## config.mk

```make
export PLATFORM = sky130hd
export DESIGN_NAME = pfcm_ctrl
export DESIGN_NICKNAME = d
export VERILOG_FILES = /design/src/pfcm_pkg.sv /design/src/pfcm_ctrl.sv
export SDC_FILE = /design/constraint.sdc
export NUM_CORES = 1
export LEC_CHECK = 0
export BUFFER_PORTS_ARGS = -buffer_cell sky130_fd_sc_hd__clkbuf_2
export CAP_MARGIN = 20
export CORE_AREA = 8 8 45 47
export CTS_CLUSTER_SIZE = 30
export DETAILED_ROUTE_END_ITERATION = 6
export DIE_AREA = 0 0 53 55
export GPL_TIMING_DRIVEN = 1
export PLACE_DENSITY_LB_ADDON = 0.15
export SLEW_MARGIN = 20
export SYNTH_ARGS = -nofsm -noshare
export SYNTH_HDL_FRONTEND = slang
export SYNTH_SLANG_ARGS = --single-unit
```

## constraint.sdc

```tcl
create_clock -name clock -period 1.3 [get_ports clock]
set_input_delay 0.065 -clock clock [delete_from_list [all_inputs] [get_ports clock]]
set_output_delay 0.065 -clock clock [all_outputs]
set_load 0.05 [all_outputs]
```

## src/pfcm_pkg.sv

```systemverilog
// Package: shared types, constants and a helper function of the feature crossing mapper.
package pfcm_pkg;

   localparam int MAX_FEATURES_DEF = 64;
   localparam int FRAC_BITS_DEF    = 16;

   localparam int MODE_W   = 4;
   localparam int COUNT_W  = 7;
   localparam int VALUE_W  = 32;
   localparam int INDEX_W  = 13;
   localparam int SUM_W    = 48;
   localparam int CSR_ADDR_W = 2;

   typedef enum logic [MODE_W-1:0] {
      MODE_AND      = 4'd0,
      MODE_OR       = 4'd1,
      MODE_XOR      = 4'd2,
      MODE_AND_OR   = 4'd3,
      MODE_MUL      = 4'd4,
      MODE_ADD      = 4'd5,
      MODE_AVERAGE  = 4'd6,
      MODE_NEGATE   = 4'd7,
      MODE_INTERVAL = 4'd8
   } mode_type;

   typedef enum logic [CSR_ADDR_W-1:0] {
      CSR_MAP_MODE       = 2'd0,
      CSR_FEATURE_COUNT  = 2'd1,
      CSR_INTERVAL_START = 2'd2,
      CSR_INTERVAL_END   = 2'd3
   } csr_index_type;

   typedef enum logic [2:0] {
      ST_IDLE,
      ST_READ,
      ST_CALC,
      ST_MUL,
      ST_DIV,
      ST_OUT
   } state_type;

   // Controller to datapath.
   typedef struct packed {
      logic load;       // store the accepted feature
      logic read;       // read operands for the next output
      logic calc;       // form the result from read operands
      logic mul_fin;    // finish product shift
      logic div_start;  // start the mean division
      logic div_step;   // one division step
      logic emit;       // produce result / advance walk
      logic empty;      // produce nothing_pending result
      logic out_take;   // output register taken
   } cmd_type;

   // Datapath to controller.
   typedef struct packed {
      logic pending;    // an output is available
      logic need_mul;   // current output goes through the product shift
      logic need_div;   // current output is the mean
      logic div_done;
      logic out_full;
   } status_type;

   function automatic logic [VALUE_W-1:0] sat32(input logic signed [SUM_W+1:0] v);
      logic signed [SUM_W+1:0] hi;
      logic signed [SUM_W+1:0] lo;
      hi = (SUM_W+2)'(signed'(64'sh7FFF_FFFF));
      lo = -(SUM_W+2)'(signed'(64'sh8000_0000));
      if (v > hi)       sat32 = 32'h7FFF_FFFF;
      else if (v < lo)  sat32 = 32'h8000_0000;
      else              sat32 = v[VALUE_W-1:0];
   endfunction

endpackage

```

## src/pfcm_ctrl.sv

```systemverilog
// Controller: state machine sequencing loads, fetches and the mean division.
module pfcm_ctrl (
   input  logic                clock,
   input  logic                reset,
   input  logic                req_valid,
   input  logic                req_func,
   output logic                req_ready,
   input  logic                rsp_ready,
   input  pfcm_pkg::status_type sts,
   output pfcm_pkg::cmd_type    cmd
);
   pfcm_pkg::state_type state_ff, state_in;
   logic acc;

   assign acc = req_valid && req_ready;
   assign req_ready = (state_ff == pfcm_pkg::ST_IDLE) && !sts.out_full;

   always_comb begin
      state_in = state_ff;
      unique case (state_ff)
         pfcm_pkg::ST_IDLE: begin
            if (acc && req_func && sts.pending) state_in = pfcm_pkg::ST_READ;
         end
         pfcm_pkg::ST_READ: state_in = pfcm_pkg::ST_CALC;
         pfcm_pkg::ST_CALC: begin
            if (sts.need_div)      state_in = pfcm_pkg::ST_DIV;
            else if (sts.need_mul) state_in = pfcm_pkg::ST_MUL;
            else                   state_in = pfcm_pkg::ST_OUT;
         end
         pfcm_pkg::ST_MUL: state_in = pfcm_pkg::ST_OUT;
         pfcm_pkg::ST_DIV: begin
            if (sts.div_done) state_in = pfcm_pkg::ST_OUT;
         end
         pfcm_pkg::ST_OUT: state_in = pfcm_pkg::ST_IDLE;
         default: state_in = pfcm_pkg::ST_IDLE;
      endcase
   end

   always_comb begin
      cmd = '0;
      cmd.out_take = sts.out_full && rsp_ready;
      unique case (state_ff)
         pfcm_pkg::ST_IDLE: begin
            cmd.load  = acc && !req_func;
            cmd.empty = acc && req_func && !sts.pending;
            cmd.read  = acc && req_func && sts.pending;
         end
         pfcm_pkg::ST_CALC: begin
            cmd.calc      = 1'b1;
            cmd.div_start = sts.need_div;
         end
         pfcm_pkg::ST_MUL: cmd.mul_fin  = 1'b1;
         pfcm_pkg::ST_DIV: cmd.div_step = 1'b1;
         pfcm_pkg::ST_OUT: cmd.emit     = 1'b1;
         default: ;
      endcase
   end

   always_ff @(posedge clock) begin
      if (reset) state_ff <= pfcm_pkg::ST_IDLE;
      else       state_ff <= state_in;
   end
endmodule

```

== Yosys cells after proc, flatten, opt, wreduce, memory -nomap -nowiden ==
Cells that the tools add are included.
Storage, ports and cells
  input port bits: 10
  flip-flop bits (word level): 3
  output and inout bits: 10
  logic and storage cells: 32
Operators by class
  equal/unequal tests: 7
  reduce and logical (&&, ||, !) cells: 12
  muxes and demuxes: 12
Operators with widths (count)
  one-hot mux 3 bit (5 select lines): 1
  two-way mux 3 bit: 4
  logical AND 1 bit: 7
  == test 3 x 2 -> 1 bit, second input constant: 2
  == test 3 bit, second input constant: 2
  two-way mux 1 bit: 6
  == test 3 x 1 -> 1 bit, second input constant: 1
  zero test 1 bit: 3
  zero test 3 bit: 1
  two-way mux 2 bit: 1
  inequality test 2 x 1 -> 1 bit, second input constant: 1
  inequality test 2 bit, second input constant: 1
  AND reduction 2 bit: 1

== Depth between registers and ports, before layout ==
  depth after elaboration: 7
  gate-level depth with buffers: 3
  gate-level depth less buffers: 3

== Worst setup path after synthesis ==
Ideal clock, no wire load.
  path kind: register to output
  from: reg state_ff[2]
  to: out cmd[1] (netlist name)
  buffers on the path: 0
  stages on the path, launching flop included: 4
  data required time: 1235 ps
  slack: -1165 ps
  arrival: 2400 ps
  cells stage by stage: dfxtp_1 > nor4_4 > nand2_1 > nor3b_1
RTL lines
  from (decl): line pfcm_ctrl.sv:12  | pfcm_pkg::state_type state_ff, state_in;
  from (signal assigned): line pfcm_ctrl.sv:60  | if (reset) state_ff <= pfcm_pkg::ST_IDLE;
  from (signal assigned): line pfcm_ctrl.sv:61  | else state_ff <= state_in;
  to (decl): line pfcm_ctrl.sv:10  | output pfcm_pkg::cmd_type cmd

==> out/metrics.cfg <==
[grt]
grt_use_total_pct=6.50
antenna_found_initial=0
first_global_vias=323
grt_first_pass_wirelength_mm=1.40
grt_max_degree=6
grt-ovfl-total=0

[detailed_routing]
postRouteWirelength_um=863
drc=0
drtIter0Drc=1
vias=311
ant_nets=0
routedWlPerCell_um=11.8
viasPerCell=4.26
dr.pass1.iters=4

[critical_path]
critical_path.slowest_cell=dfxtp_2
cp_data_arrival_time_ns=1.38
worstPathCellList=nor4_4 -> nand2_2 -> buf_4 -> nor2_4 -> buf_8
cp_slowest_stage_delay_ns=0.33
endpoint_kind=output pin
critical_path_class=register to output pin
worstPathRequired_ns=1.24
worst-path-max-fanout=3
start_kind=register
r2r_setup_slack_ns=0.04

[outcome]
violations=setup timing
status=finished, violations left

[layout]
drive_gt1_share_pct=80.7
largest-register=state_ff
fillers=149
area_delta_synth_final_pct=145
largest_reg_flops=3
multi_input_area_um2=215
top_regs=state_ff x3
regArea_um2=66.3
fin_area_um2=576
nNetsFinal=68
diodes=0

[sta]
finalHoldViolations=0
setup_viol=5
rsz0062_at_grt=true
slew_headroom_pct=80.6
clock.fmax_mhz=691
timing.final.max_slew_violations=0
fin_crit_ns=1.45
fin_worst_skew_ns=0.00179
tightestPinTransition_ns=0.288
post-route-worst-setup-slack_ns=-0.148
post-route-period-util_pct=111

[clock_network]
postCtsHoldBufs=0
cts_tree=yes
clkLatencyLatePin_ns=0.23
clk_pin_slew_ns=0.04
cts_buffer_depth=2
cts_root_buffer=clkbuf_4
ctsHtreeMaxLevel=1
cts_buffers=3
cts_sinks=3

[synthesis]
synth_top_area_share_pct=25.5
seq_area_frac_synth_pct=25.5
ys_async_sr_fraction_pct=0
synth_edf_count=0
synth_most_common_cell=nor2_1
avgSynthCellArea_um2=8.11
synthesis.area_um2=235
ys_warn_count=0
synthTopCellsByArea=dfxtp_1, nor4_4, and2_1, a311oi_2, nor2_1
ys_ff_latch=3
ys_types=18
synth_top_area_cell=dfxtp_1
synthCells=29
synth_flop_cell=dfxtp_1
syn_nets=39
synth_common_cells=nor2_1, and2_1, dfxtp_1

[job]
drv_cap=0

[die]
die_w_um=53
initial_core_util_pct=17.0
rows=14
chipHeight_um=55
dieArea_um2=2920
core-area_um2=1380
io-pin-count=20

[placement]
placed_area_um2=397
place_hpwl_um=651
gp_congestion=0.663
port_buffers=19
pre_cts_slack_ns=-0.00151

[worst_hold_path]
min_path_type=input pin to register

[pwr]
power_density_nw_per_um2=675
vdd_ir_drop_max_v=0.000248
power.leakage_uw=0.000263

## cell usage in the layout (no fill, tap or decap), types with 2 or more instances in the layout
| master | n |
|---|---|
| buf_8 | 6 |
| clkbuf_2 | 10 |
| buf_6 | 2 |
| dfxtp_2 | 2 |
| nor3_1 | 2 |
| clkbuf_4 | 3 |
| clkbuf_16 | 2 |
| buf_4 | 3 |
| and2_4 | 3 |
| nor2_4 | 2 |
## critical path, delay by kind of cell (launching register included)
family	cells	cell delay, ns
buf+inv	2	0.31
flops	1	0.33
simple gates	3	0.51
## cells by family after synthesis
| logic type | count (synthesis) | share of synthesized area (%) |
|---|---|---|
| AOI/OAI and AO/OA | 5 | 17.5 |
| buffers and inverters | 2 | 3.19 |
| DFF | 3 | 25.5 |
| and+or+nand+nor | 19 | 53.7 |
## worst paths after layout
| kind | end | cells after the start | start |
|---|---|---|---|
| setup / recovery | cmd[8] | 5 | state_ff[1] |
| hold / removal | state_ff[0] | 2 | reset |
| setup reg to reg | state_ff[0] | 4 | state_ff[1] |
| hold reg to reg | state_ff[1] | 1 | state_ff[2] |
## layer usage
layer | vias to the layer above | GRT usage (%) | wire (um)
met4 | 0 | 3.88 | 0
met3 | 0 | 2.14 | 56
met5 | - | 0 | 0
li1 | 156 | - | -
met1 | 145 | 6.52 | 327
met2 | 10 | 11.5 | 478
## power by group
part	total, uW	switching (uW)	internal (uW)
Sequential	98.1	3.88	94.2
Combinational	125	71.3	53.8
Clock	165	50.0	115
Total	388	125	263
## what timing repair did
| item | in CTS | in global routing |
|---|---|---|
| endpoints found under the setup margin | 8 | 10 |
| hold endpoints to repair | 0 | 0 |
| pin swaps | 5 | 0 |
| resized for setup | 22 | 14 |
| setup buffers | 2 | 1 |
## stage by stage
| stage | instances | setup TNS, ns | util, % | hold WS [ns] | total power [uW] |
|---|---|---|---|---|---|
| 6_report | 73 | -0.545 | 41.6 | 0.0249 | 388 |
| 3_5_place_dp | 66 | -0.00151 | 28.7 | 0.270 | 202 |
| 2_1_floorplan | 29 | -1.44 | - | 0.125 | 165 |
| 4_1_cts | 72 | -0.539 | 38.8 | 0.0193 | 388 |
| 5_1_grt | 73 | -0.972 | 41.6 | 0.0164 | 418 |
| 3_3_place_gp | 66 | 0 | 28.7 | 0.267 | 202 |
## layout make-up
class	instances	share of cell area (%)
repair buffers	24	41.7
multi-input cells	24	37.4
flip-flops and latches	3	11.5
clock buffers	4	4.57
well taps	16	3.48
inverters	2	1.30
(Power assumes the default switching activity.)
